`config.mk`:
```
export PLATFORM = sky130hd
export DESIGN_NAME = twcs_queue
export DESIGN_NICKNAME = d
export VERILOG_FILES = /design/src/design/twcs_pkg.sv /design/src/design/twcs_queue.sv
export SDC_FILE = /design/constraint.sdc
export NUM_CORES = 1
export LEC_CHECK = 0
export ABC_AREA = 1
export ABC_CLOCK_PERIOD_IN_PS = 5100
export CAP_MARGIN = 20
export CORE_MARGIN = 2
export CORE_UTILIZATION = 60
export DETAILED_ROUTE_END_ITERATION = 12
export DONT_BUFFER_PORTS = 1
export GPL_ROUTABILITY_DRIVEN = 0
export GPL_TIMING_DRIVEN = 0
export PLACE_DENSITY_LB_ADDON = 0.05
export RECOVER_POWER = 100
export SKIP_LAST_GASP = 1
export SLEW_MARGIN = 20
export SYNTH_ARGS = -nofsm -noshare
export SYNTH_HDL_FRONTEND = slang
export SYNTH_SLANG_ARGS = --single-unit
```
`constraint.sdc`:
```
create_clock -name clk -period 5.1 [get_ports clk]
set_input_delay 0.765 -clock clk [delete_from_list [all_inputs] [get_ports clk]]
set_output_delay 0.765 -clock clk [all_outputs]
set_load 0.02 [all_outputs]
```
`src/design/twcs_pkg.sv`:
```
// Shared constants, payload types and helpers for the textured wall column shader.
`default_nettype none

package twcs_pkg;

    localparam int SCREEN_LINES_DEF = 512;
    localparam int TEXTURE_DIM_DEF  = 64;

    localparam int ROW_W      = 9;
    localparam int WALL_W     = 16;
    localparam int SIDE_W     = 2;
    localparam int TADDR_W    = 12;
    localparam int COLOR_W    = 32;
    localparam int RGB_W      = 24;
    localparam int SIZE_CFG_W = 7;
    localparam int CFG_IDX_W  = 2;
    localparam int CFG_DATA_W = 24;
    localparam int NUM_BANKS  = 4;
    localparam int QUEUE_DEPTH = 4;

    localparam logic [SIZE_CFG_W-1:0] TEX_SIZE_RESET = SIZE_CFG_W'(64);
    localparam logic [7:0]            ALPHA_OPAQUE   = 8'hFF;

    typedef enum logic [CFG_IDX_W-1:0] {
        CFG_CEILING    = 2'd0,
        CFG_FLOOR      = 2'd1,
        CFG_TEX_WIDTH  = 2'd2,
        CFG_TEX_HEIGHT = 2'd3
    } cfg_index_t;

    typedef enum logic {
        OP_LOAD  = 1'b0,
        OP_SHADE = 1'b1
    } op_t;

    typedef enum logic [1:0] {
        KIND_LOAD  = 2'd0,
        KIND_FLAT  = 2'd1,
        KIND_TEXEL = 2'd2
    } kind_t;

    typedef struct packed {
        logic                      operation;
        logic [ROW_W-1:0]          pixel_row;
        logic signed [WALL_W-1:0]  column_top;
        logic [WALL_W-1:0]         column_span;
        logic [WALL_W-1:0]         wall_fraction;
        logic [SIDE_W-1:0]         wall_side;
        logic [TADDR_W-1:0]        texel_address;
        logic [COLOR_W-1:0]        texel_value;
    } req_t;

    typedef struct packed {
        logic [COLOR_W-1:0] pixel_color;
    } rsp_t;

    // One classified word handed from the front end to the shading pipeline.
    typedef struct packed {
        kind_t               kind;
        logic [SIDE_W-1:0]   bank;
        logic [TADDR_W-1:0]  offset;
        logic [COLOR_W-1:0]  word;
        logic [WALL_W-1:0]   diff;
        logic [WALL_W-1:0]   wh;
    } cmd_t;

    function automatic logic [COLOR_W-1:0] opaque(input logic [RGB_W-1:0] rgb);
        return {rgb, ALPHA_OPAQUE};
    endfunction

endpackage

`default_nettype wire

```
`src/design/twcs_queue.sv`:
```
// Short queue that decouples the front end from the shading pipeline.
`default_nettype none

module twcs_queue (
    input  logic            clk,
    input  logic            rst_n,
    input  logic            push,
    input  twcs_pkg::cmd_t  push_data,
    output logic            ready,
    input  logic            pop,
    output logic            valid,
    output twcs_pkg::cmd_t  pop_data
);
    import twcs_pkg::*;

    localparam int DEPTH = QUEUE_DEPTH;
    localparam int PW    = (DEPTH > 1) ? $clog2(DEPTH) : 1;
    localparam int CW    = $clog2(DEPTH + 1);

    cmd_t           entry_reg [DEPTH];
    logic [PW-1:0]  wr_ptr_reg;
    logic [PW-1:0]  wr_ptr_next;
    logic [PW-1:0]  rd_ptr_reg;
    logic [PW-1:0]  rd_ptr_next;
    logic [CW-1:0]  count_reg;
    logic [CW-1:0]  count_next;
    logic           do_push;
    logic           do_pop;

    assign ready    = (count_reg != CW'(DEPTH));
    assign valid    = (count_reg != '0);
    assign pop_data = entry_reg[rd_ptr_reg];
    assign do_push  = push && ready;
    assign do_pop   = pop && valid;

    always_comb
    begin
        wr_ptr_next = wr_ptr_reg;
        rd_ptr_next = rd_ptr_reg;
        count_next  = count_reg;
        if (do_push)
        begin
            wr_ptr_next = (wr_ptr_reg == PW'(DEPTH - 1)) ? '0 : wr_ptr_reg + PW'(1);
        end
        if (do_pop)
        begin
            rd_ptr_next = (rd_ptr_reg == PW'(DEPTH - 1)) ? '0 : rd_ptr_reg + PW'(1);
        end
        if (do_push && !do_pop)
        begin
            count_next = count_reg + CW'(1);
        end
        else if (do_pop && !do_push)
        begin
            count_next = count_reg - CW'(1);
        end
    end

    always_ff @(posedge clk or negedge rst_n)
    begin
        if (!rst_n)
        begin
            wr_ptr_reg <= '0;
            rd_ptr_reg <= '0;
            count_reg  <= '0;
        end
        else
        begin
            wr_ptr_reg <= wr_ptr_next;
            rd_ptr_reg <= rd_ptr_next;
            count_reg  <= count_next;
        end
    end

    always_ff @(posedge clk)
    begin
        if (do_push)
        begin
            entry_reg[wr_ptr_reg] <= push_data;
        end
    end

endmodule

`default_nettype wire

```
==> qor.txt <==
Cell variety after synth = 18
Top delay family on crit path = simple AND/OR/NAND/NOR gates
Fin crit share = 70.9%
Die height = 155 um
Critical Path Sink Type = flip-flop
Worst Hold Class = primary input to flip-flop
1st-pass router iterations = 5
CTS Buffer Depth = 3
Number of placement rows = 55
WHS = 0.355 ns
Sequential fraction of the synthesis area = 71.7%
RSZ-0062 raised after global routing = no
Slew headroom = -40.2%
Lkg Pwr = 0.00589 uW
Residual DRC = 0
Final std cells w/o fill = 1,350
Synth Warn # = 0
Flops & latches, synth = 327
Largest net degree at the start of global routing = 24
Area grow syn2layout = 12.5%
Core Util, Final = 68.2%
Clock-pin transition on the worst setup and hold timing paths = 0.06 ns
Delay of the slowest cell on the worst path = 1.18 ns
Initial antenna violation count = 0
ANT nets after route = 0
Outcome = complete, but fails checks
Die extent in x = 155 um
Post-Syn Instances = 992
TritonCTS clock tree = done
Grt total ovfl = 0
Pwr per Cell Area = 619 nW/um2
Overall via count from detail_route = 7,328
Worst Tran Pin Value = 2.09 ns
CTS resizes = 0
Failing checks = max-capacitance violations, max-slew violations
Max Cap Viol = 4
DP HPWL = 17,400 um
# nets final = 1,135
Final worst path period need = 3.62 ns
Clock skew = 0.0106 ns
Crit path max-delay cell type = clkbuf_1
H-tree depth = 2
Final wirelength = 26,900 um
Vias in the first global route = 7,296
Mapped Nets = 1,083
Root buffer cell = clkbuf_16
Count of input and output buffers = 0
Via density = 5.43
Die footprint = 24,000 um2
Final Hold Fails = 0
CP bufs+invs = 2
Critical path class = flip-flop to flip-flop
Mean Syn Cell Area = 13.8 um2
I/O pin cnt = 166
Crit path DAT = 3.71 ns
Critical path data required time = 5.20 ns
DR iter-0 viols = 403
Routed len/inst = 19.9 um
# diodes = 0
Max Slew Vio Count = 74
GRT Total Usage = 22.6%
Fmax = 0.277 GHz
Max reg flops = 320
Crit path cell chain = clkinv_1, nand3_1, nand2_1, nor2_1, clkbuf_1
Setup Viol. Count Final = 0
Worst-path fanout max = 22
Num CTS Buffers = 34
Commonest non-fill, non-tap cell in the layout = edfxtp_1
Initial core utilization = 60.6%
Mapped cell area = 13,600 um2
CTS Sinks = 327
Max VDD drop = 387 uV
Core Region = 22,500 um2
Wire length of the first global-routing pass = 40,200 um
Startpoint types = flip-flop
Layout cells sized above 1 = 16.6%
Commonest cells after routing, fill and taps aside = edfxtp_1, nand2_1, inv_1
Placed Instances = 1,292
Clk Latency, worst-skew pair = 0.50 ns
-- per-stage QoR --
step / cell area (um2) / setup slack [ns] / TNS, ns / total power, uW
finish: 15400 / 1.48 / 0 / 9500
global route: 15400 / 1.13 / 0 / 9980
CTS: 15400 / 2.25 / 0 / 9660
detailed placement: 14400 / 2.39 / 0 / 7380
global placement: 14000 / -2.69 / -799.66 / 7250
floorplan: 13600 / 0.321 / 0 / 6410
-- cell usage after synthesis --
cell | n | share of area (%)
edfxtp_1 | 320 | 70
nand2_1 | 255 | 7.0
inv_1 | 171 | 4.7
o211ai_1 | 80 | 4.4
o211ai_2 | 80 | 7.3
buf_6 | 30 | 2.5
buf_2 | 21 | 0.77
dfrtp_1 | 7 | 1.3
nand3_1 | 7 | 0.26
ha_1 | 6 | 0.55
nor2_1 | 6 | 0.17
buf_8 | 2 | 0.22
inv_2 | 2 | 0.055
clkinv_1 | 1 | 0.027
fa_1 | 1 | 0.15
nand4_1 | 1 | 0.046
o21ai_0 | 1 | 0.037
xnor2_1 | 1 | 0.064
-- routing by layer --
metal,vias to the layer above,track usage [%],wire length [um]
li1,3562,-,-
met1,3517,27.8,10700
met2,220,39.0,13500
met3,29,7.14,2260
met4,0,6.00,399
met5,-,0,0
-- logic make-up (layout without fill, tap and decap cells) --
kind of cell,Yosys count,in the layout,synth area share [%]
xor gates and xnor gates,1,1,0.0642
buffers and inverters,227,300,8.25
AOI/OAI and AO/OA,161,161,11.8
DFF,327,327,71.7
adders and majority gates,7,7,0.697
and+or+nand+nor,269,269,7.48
-- worst paths after layout --
kind	slack, ns	depth (start not counted)	start	endpoint
setup / recovery	1.48	5	count_reg[0]	entry_reg[1][66]
hold reg to reg	0.51	2	count_reg[2]	count_reg[2]
max in group asynchronous	4.23	1	rst_n	rd_ptr_reg[0]
setup reg to reg	1.48	5	count_reg[0]	entry_reg[1][66]
min in group asynchronous	0.60	1	rst_n	wr_ptr_reg[0]
hold / removal	0.35	0	push_data[55]	entry_reg[1][55]
-- what timing repair did --
action,CTS,global route
hold buffers,1,0
endpoints found under the hold margin,7,0
buffers inserted,0,0
endpoints found under the setup margin,0,0
-- final cells by class --
cell class | instances | area (um2)
Inverter | 174 | 653
Tap cell | 285 | 357
Sequential cell | 327 | 9780
Timing Repair Buffer | 16 | 338
Multi-Input combinational cell | 438 | 2730
Buffer | 53 | 462
Clock inverter | 12 | 75.1
Fill cell | 1541 | 7150
Clock buffer | 45 | 956
-- where the power goes --
part | total (uW) | internal, uW | switching [uW] | leakage, uW
clock | 2290 | 1360 | 929 | 0.000504
sequential | 3660 | 3530 | 133 | 0.00302
combinational | 3550 | 1030 | 2520 | 0.00237
(Power assumes the default switching activity.)
