## src/design/twcs_pkg.sv

```systemverilog
// Shared constants, payload types and helpers for the textured wall column shader.
`default_nettype none

package twcs_pkg;

    localparam int SCREEN_LINES_DEF = 512;
    localparam int TEXTURE_DIM_DEF  = 64;

    localparam int ROW_W      = 9;
    localparam int WALL_W     = 16;
    localparam int SIDE_W     = 2;
    localparam int TADDR_W    = 12;
    localparam int COLOR_W    = 32;
    localparam int RGB_W      = 24;
    localparam int SIZE_CFG_W = 7;
    localparam int CFG_IDX_W  = 2;
    localparam int CFG_DATA_W = 24;
    localparam int NUM_BANKS  = 4;
    localparam int QUEUE_DEPTH = 4;

    localparam logic [SIZE_CFG_W-1:0] TEX_SIZE_RESET = SIZE_CFG_W'(64);
    localparam logic [7:0]            ALPHA_OPAQUE   = 8'hFF;

    typedef enum logic [CFG_IDX_W-1:0] {
        CFG_CEILING    = 2'd0,
        CFG_FLOOR      = 2'd1,
        CFG_TEX_WIDTH  = 2'd2,
        CFG_TEX_HEIGHT = 2'd3
    } cfg_index_t;

    typedef enum logic {
        OP_LOAD  = 1'b0,
        OP_SHADE = 1'b1
    } op_t;

    typedef enum logic [1:0] {
        KIND_LOAD  = 2'd0,
        KIND_FLAT  = 2'd1,
        KIND_TEXEL = 2'd2
    } kind_t;

    typedef struct packed {
        logic                      operation;
        logic [ROW_W-1:0]          pixel_row;
        logic signed [WALL_W-1:0]  column_top;
        logic [WALL_W-1:0]         column_span;
        logic [WALL_W-1:0]         wall_fraction;
        logic [SIDE_W-1:0]         wall_side;
        logic [TADDR_W-1:0]        texel_address;
        logic [COLOR_W-1:0]        texel_value;
    } req_t;

    typedef struct packed {
        logic [COLOR_W-1:0] pixel_color;
    } rsp_t;

    // One classified word handed from the front end to the shading pipeline.
    typedef struct packed {
        kind_t               kind;
        logic [SIDE_W-1:0]   bank;
        logic [TADDR_W-1:0]  offset;
        logic [COLOR_W-1:0]  word;
        logic [WALL_W-1:0]   diff;
        logic [WALL_W-1:0]   wh;
    } cmd_t;

    function automatic logic [COLOR_W-1:0] opaque(input logic [RGB_W-1:0] rgb);
        return {rgb, ALPHA_OPAQUE};
    endfunction

endpackage

`default_nettype wire

```

## src/design/twcs_if.sv

```systemverilog
// Valid/ready stream interfaces for shade requests and pixel results.
`default_nettype none

interface twcs_req_if;
    import twcs_pkg::*;

    logic valid;
    logic ready;
    req_t payload;

    modport source(output valid, output payload, input ready);
    modport sink(input valid, input payload, output ready);
endinterface


`default_nettype wire

```

## src/design/twcs_front.sv

```systemverilog
// Front end: takes request words and classifies them as load, flat color or texel.
`default_nettype none

module twcs_front #(
    parameter int SCREEN_LINES = twcs_pkg::SCREEN_LINES_DEF,
    parameter int TEXTURE_DIM  = twcs_pkg::TEXTURE_DIM_DEF
) (
    twcs_req_if.sink                              req,
    input  logic                                  q_ready,
    input  logic [$clog2(TEXTURE_DIM+1)-1:0]      w_used,
    input  logic [twcs_pkg::RGB_W-1:0]            ceiling_rgb,
    input  logic [twcs_pkg::RGB_W-1:0]            floor_rgb,
    output logic                                  push,
    output twcs_pkg::cmd_t                        push_data
);
    import twcs_pkg::*;

    localparam int SW         = $clog2(TEXTURE_DIM + 1);
    localparam int FPW        = WALL_W + SW;
    localparam int HALF       = SCREEN_LINES / 2;
    localparam int LAST       = SCREEN_LINES - 1;
    localparam int BANK_WORDS = TEXTURE_DIM * TEXTURE_DIM;
    localparam int EW         = $clog2(HALF + (1 << (WALL_W - 1)) + 1);

    logic [WALL_W-1:0]        wh_eff;
    logic [EW-1:0]            end_raw;
    logic [EW-1:0]            wall_end;
    logic                     floor_hit;
    logic                     ceil_hit;
    logic signed [WALL_W:0]   row_s;
    logic signed [WALL_W:0]   top_s;
    logic signed [WALL_W:0]   diff_s;
    logic [FPW-1:0]           frac_prod;
    logic [SW-1:0]            col_raw;
    logic [SW-1:0]            col;
    logic                     load_ok;
    logic                     is_load;

    always_comb
    begin
        wh_eff    = (req.payload.column_span == '0) ? WALL_W'(1) : req.payload.column_span;
        end_raw   = EW'(HALF) + EW'(req.payload.column_span >> 1);
        wall_end  = (32'(end_raw) >= SCREEN_LINES) ? EW'(LAST) : end_raw;
        floor_hit = EW'(req.payload.pixel_row) > wall_end;

        row_s    = $signed({{(WALL_W + 1 - ROW_W){1'b0}}, req.payload.pixel_row});
        top_s    = {req.payload.column_top[WALL_W-1], req.payload.column_top};
        ceil_hit = row_s < top_s;
        diff_s   = row_s - top_s;

        frac_prod = FPW'(req.payload.wall_fraction) * FPW'(w_used);
        col_raw   = frac_prod[FPW-1:WALL_W];
        col       = (col_raw >= w_used) ? (w_used - SW'(1)) : col_raw;

        is_load = (req.payload.operation == OP_LOAD);
        load_ok = 32'(req.payload.texel_address) < BANK_WORDS;

        push_data.bank = req.payload.wall_side;
        push_data.diff = diff_s[WALL_W-1:0];
        push_data.wh   = wh_eff;
        if (is_load)
        begin
            push_data.kind   = KIND_LOAD;
            push_data.offset = req.payload.texel_address;
            push_data.word   = req.payload.texel_value;
        end
        else if (floor_hit)
        begin
            push_data.kind   = KIND_FLAT;
            push_data.offset = TADDR_W'(col);
            push_data.word   = opaque(floor_rgb);
        end
        else if (ceil_hit)
        begin
            push_data.kind   = KIND_FLAT;
            push_data.offset = TADDR_W'(col);
            push_data.word   = opaque(ceiling_rgb);
        end
        else
        begin
            push_data.kind   = KIND_TEXEL;
            push_data.offset = TADDR_W'(col);
            push_data.word   = req.payload.texel_value;
        end
    end

    // A load beyond the bank is taken and dropped.
    assign req.ready = q_ready;
    assign push      = req.valid && q_ready && (!is_load || load_ok);

endmodule

`default_nettype wire

```

## src/flat_wrapper.sv

```systemverilog
// flat-port wrapper written by rule: the top's interface ports become plain ports
module twcs_front_flat import twcs_pkg::*;
#(
    parameter int SCREEN_LINES = twcs_pkg::SCREEN_LINES_DEF,
    parameter int TEXTURE_DIM  = twcs_pkg::TEXTURE_DIM_DEF
)
  (q_ready, w_used, ceiling_rgb, floor_rgb, push, push_data, req_valid, req_payload, req_ready);
  twcs_req_if req_i ();
  input  logic q_ready;
  input  logic [$clog2(TEXTURE_DIM+1)-1:0] w_used;
  input  logic [twcs_pkg::RGB_W-1:0] ceiling_rgb;
  input  logic [twcs_pkg::RGB_W-1:0] floor_rgb;
  output logic push;
  output twcs_pkg::cmd_t push_data;
  input wire logic [$bits(req_i.valid)-1:0] req_valid;
  input wire logic [$bits(req_i.payload)-1:0] req_payload;
  output wire logic [$bits(req_i.ready)-1:0] req_ready;
  assign req_i.valid = req_valid;
  assign req_i.payload = req_payload;
  assign req_ready = req_i.ready;
  twcs_front #(.SCREEN_LINES(SCREEN_LINES), .TEXTURE_DIM(TEXTURE_DIM)) u_core (.req(req_i), .q_ready(q_ready), .w_used(w_used), .ceiling_rgb(ceiling_rgb), .floor_rgb(floor_rgb), .push(push), .push_data(push_data));
endmodule
```

## config.mk

```make
export PLATFORM = sky130hd
export DESIGN_NAME = twcs_front_flat
export DESIGN_NICKNAME = d
export VERILOG_FILES = /design/src/design/twcs_pkg.sv /design/src/design/twcs_if.sv /design/src/design/twcs_front.sv /design/src/flat_wrapper.sv
export SDC_FILE = /design/constraint.sdc
export NUM_CORES = 1
export LEC_CHECK = 0
export BUFFER_PORTS_ARGS = -buffer_cell sky130_fd_sc_hd__buf_4
export CORE_MARGIN = 4
export CORE_UTILIZATION = 40
export DETAILED_ROUTE_END_ITERATION = 6
export GPL_ROUTABILITY_DRIVEN = 0
export MAX_ROUTING_LAYER = met4
export PLACE_DENSITY_LB_ADDON = 0.2
export SYNTH_ARGS = -nofsm -noshare
export SYNTH_HDL_FRONTEND = slang
export SYNTH_SLANG_ARGS = --single-unit
```

## constraint.sdc

```tcl
create_clock -name vclk -period 9.77
set_input_delay 0.977 -clock vclk [all_inputs]
set_output_delay 0.977 -clock vclk [all_outputs]
set_load 0.005 [all_outputs]
```

==> impl_metrics.yaml <==
status:
  status: "finished clean"
die:
  core.rowCount: 41
  start_util_pct: 41.4
  dieArea_um2: 15200
  core_um2: 12800
  die_y_um: 123
  ios: 243
  die_x_um: 123
routing:
  drc: 0
  firstDrtPassIters: 4
  drt_iter0_markers: 386
  drtAntennaViolNets: 0
  via_per_inst: 5.33
  wl_per_cell_um: 17.4
  wl_mm: 18.0
  num_vias: 5502
power_and_ir_drop:
  p_leak_nw: 3.86
  ir_drop_mv: 0.0828
  power_density_nw_per_um2: 130
critical_path:
  cp.required_ns: 8.79
  endpoint_kind: "output pin"
  worstPathMaxFanout: 19
  max_stage_delay_ns: 0.54
  critPathTopFamily: "adder cells"
  start_kind: "input pin"
  crit_type: "in -> out"
  cp_cell_sequence: "buf_4 > and2_1 > fa_1 > inv_1 > fa_1 > inv_1 > fa_1 > inv_1 > fa_1 > inv_1 > ha_1 > and3_1 > and2_1 > a221oi_4 > o221ai_2 > xnor2_1 > ha_1 > a41o_1 > a21oi_1 > o211ai_1 > or2_2 > o41a_1 > nand2_1 > buf_4"
  critical_path_buf_inv_count: 6
  arrival_ns: 6.74
  slowest_stage: "fa_1"
synthesis:
  synth_top_area_share_pct: 26.0
  syn_area_um2: 5310
  ys_seq_area_share_pct: 0
  yosysMostFrequentCell: "inv_1"
  syn-num-nets: 960
  yosys_warnings: 0
  syn_inst: 663
  synth_common_cells: "inv_1 (89), and2_1 (79), fa_1 (69)"
  syn_avg_cell_area_um2: 8.00
  synth_cell_type_count: 62
  synth_area_leaders: "fa_1 (26%), ha_1 (16%), and2_1 (9.3%), inv_1 (6.3%), a221o_1 (5.1%)"
  synth_area_leader_cell: "fa_1"
worst_hold_path:
  min_path_type: "in -> out"
job:
  maxCapViolCount: 0
grt:
  gr-total-overflow: 0
  grt_pass1_vias: 5485
  grt_start_max_net_pins: 36
  antenna_found_initial: 0
  grt_pass1_wl_mm: 27.5
  grt_usage_pct: 23.0
sta:
  tightest_slew_ns: 1.29
  setup_viol: 0
  slew_violations: 0
  period_needed_ns: 7.72
  hold_viol: 0
  finalSetupTns_ns: 0
  max_freq_mhz: 130
  final.period_utilization_pct: 79.0
  rsz0062_at_grt: "false"
  relSlewSlack_pct: 14.1
final_layout:
  nets: 1159
  drive_gt1_share_pct: 30.0
  antenna_cells: 0
  seq_area_um2: 0
  fillers: 1206
  nClkBuffers: 0
  area_delta_synth_final_pct: 34.2
  seq_cells: 0
  final_area_um2: 7120
cts:
  postCtsHoldBufs: 0
  cts_setup_buffers: 0
  cts_resized: 0
place:
  placed_area_um2: 7120
  dpl.hpwl_mm: 15.5
  portBuffers: 239
## worst paths after layout
check | start | endpoint | depth (start not counted)
min | req_payload[44] | push_data[76] | 0
max | w_used[3] | push_data[65] | 24
## metrics by stage
stage               util, %  cells  total power, mW  setup WS, ns  hold slack, ns
CTS                    55.5   1032            0.927          2.08            1.95
detailed placement     55.5   1032            0.920          2.09            1.95
finish                 55.5   1032            0.923          2.05            1.95
global placement       55.5   1032            0.903          2.19            1.95
global route           55.5   1032             1.06          1.65            1.95
floorplan                 -    663            0.635          2.38            2.01
## final cells by class
cell class | instances | area (um2) | share of cell area, %
Timing Repair Buffer | 239 | 1790 | 25.2
Inverter | 90 | 338 | 4.75
Multi-Input combinational cell | 531 | 4770 | 67.0
Tap cell | 172 | 215 | 3.02
## power breakdown
group	total, mW	internal [mW]	switching (mW)
clock network	0	0	0
logic	0.923	0.418	0.505
registers	0	0	0
total	0.923	0.418	0.505
## placed cells by master (no fill, tap or decap), drive strengths merged, types with 11 or more instances in the layout
cell   instances
a21o          12
a21oi         25
a221o         27
and2          79
and3          29
buf          239
fa            69
ha            67
inv           89
nand2         56
nand3         11
nor2          25
nor2b         14
o21ai         14
xnor2         15
## kinds of logic after synthesis
| family | Yosys count | share of synthesized area, % |
|---|---|---|
| AOI/OAI and AO/OA | 121 | 18.3 |
| xor gates and xnor gates | 24 | 3.96 |
| adders and majority gates | 136 | 41.8 |
| buffers and inverters | 132 | 10.0 |
| muxes | 1 | 0.189 |
| and+or+nand+nor | 249 | 25.7 |
## layer usage
| layer | track usage (%) | routed length [um] |
|---|---|---|
| met4 | 1.45 | 126 |
| met1 | 31.2 | 7680 |
| met2 | 38.9 | 8900 |
| met3 | 2.74 | 1260 |
| met5 | - | 0 |
Note: power is estimated with default switching activity, not from simulation.
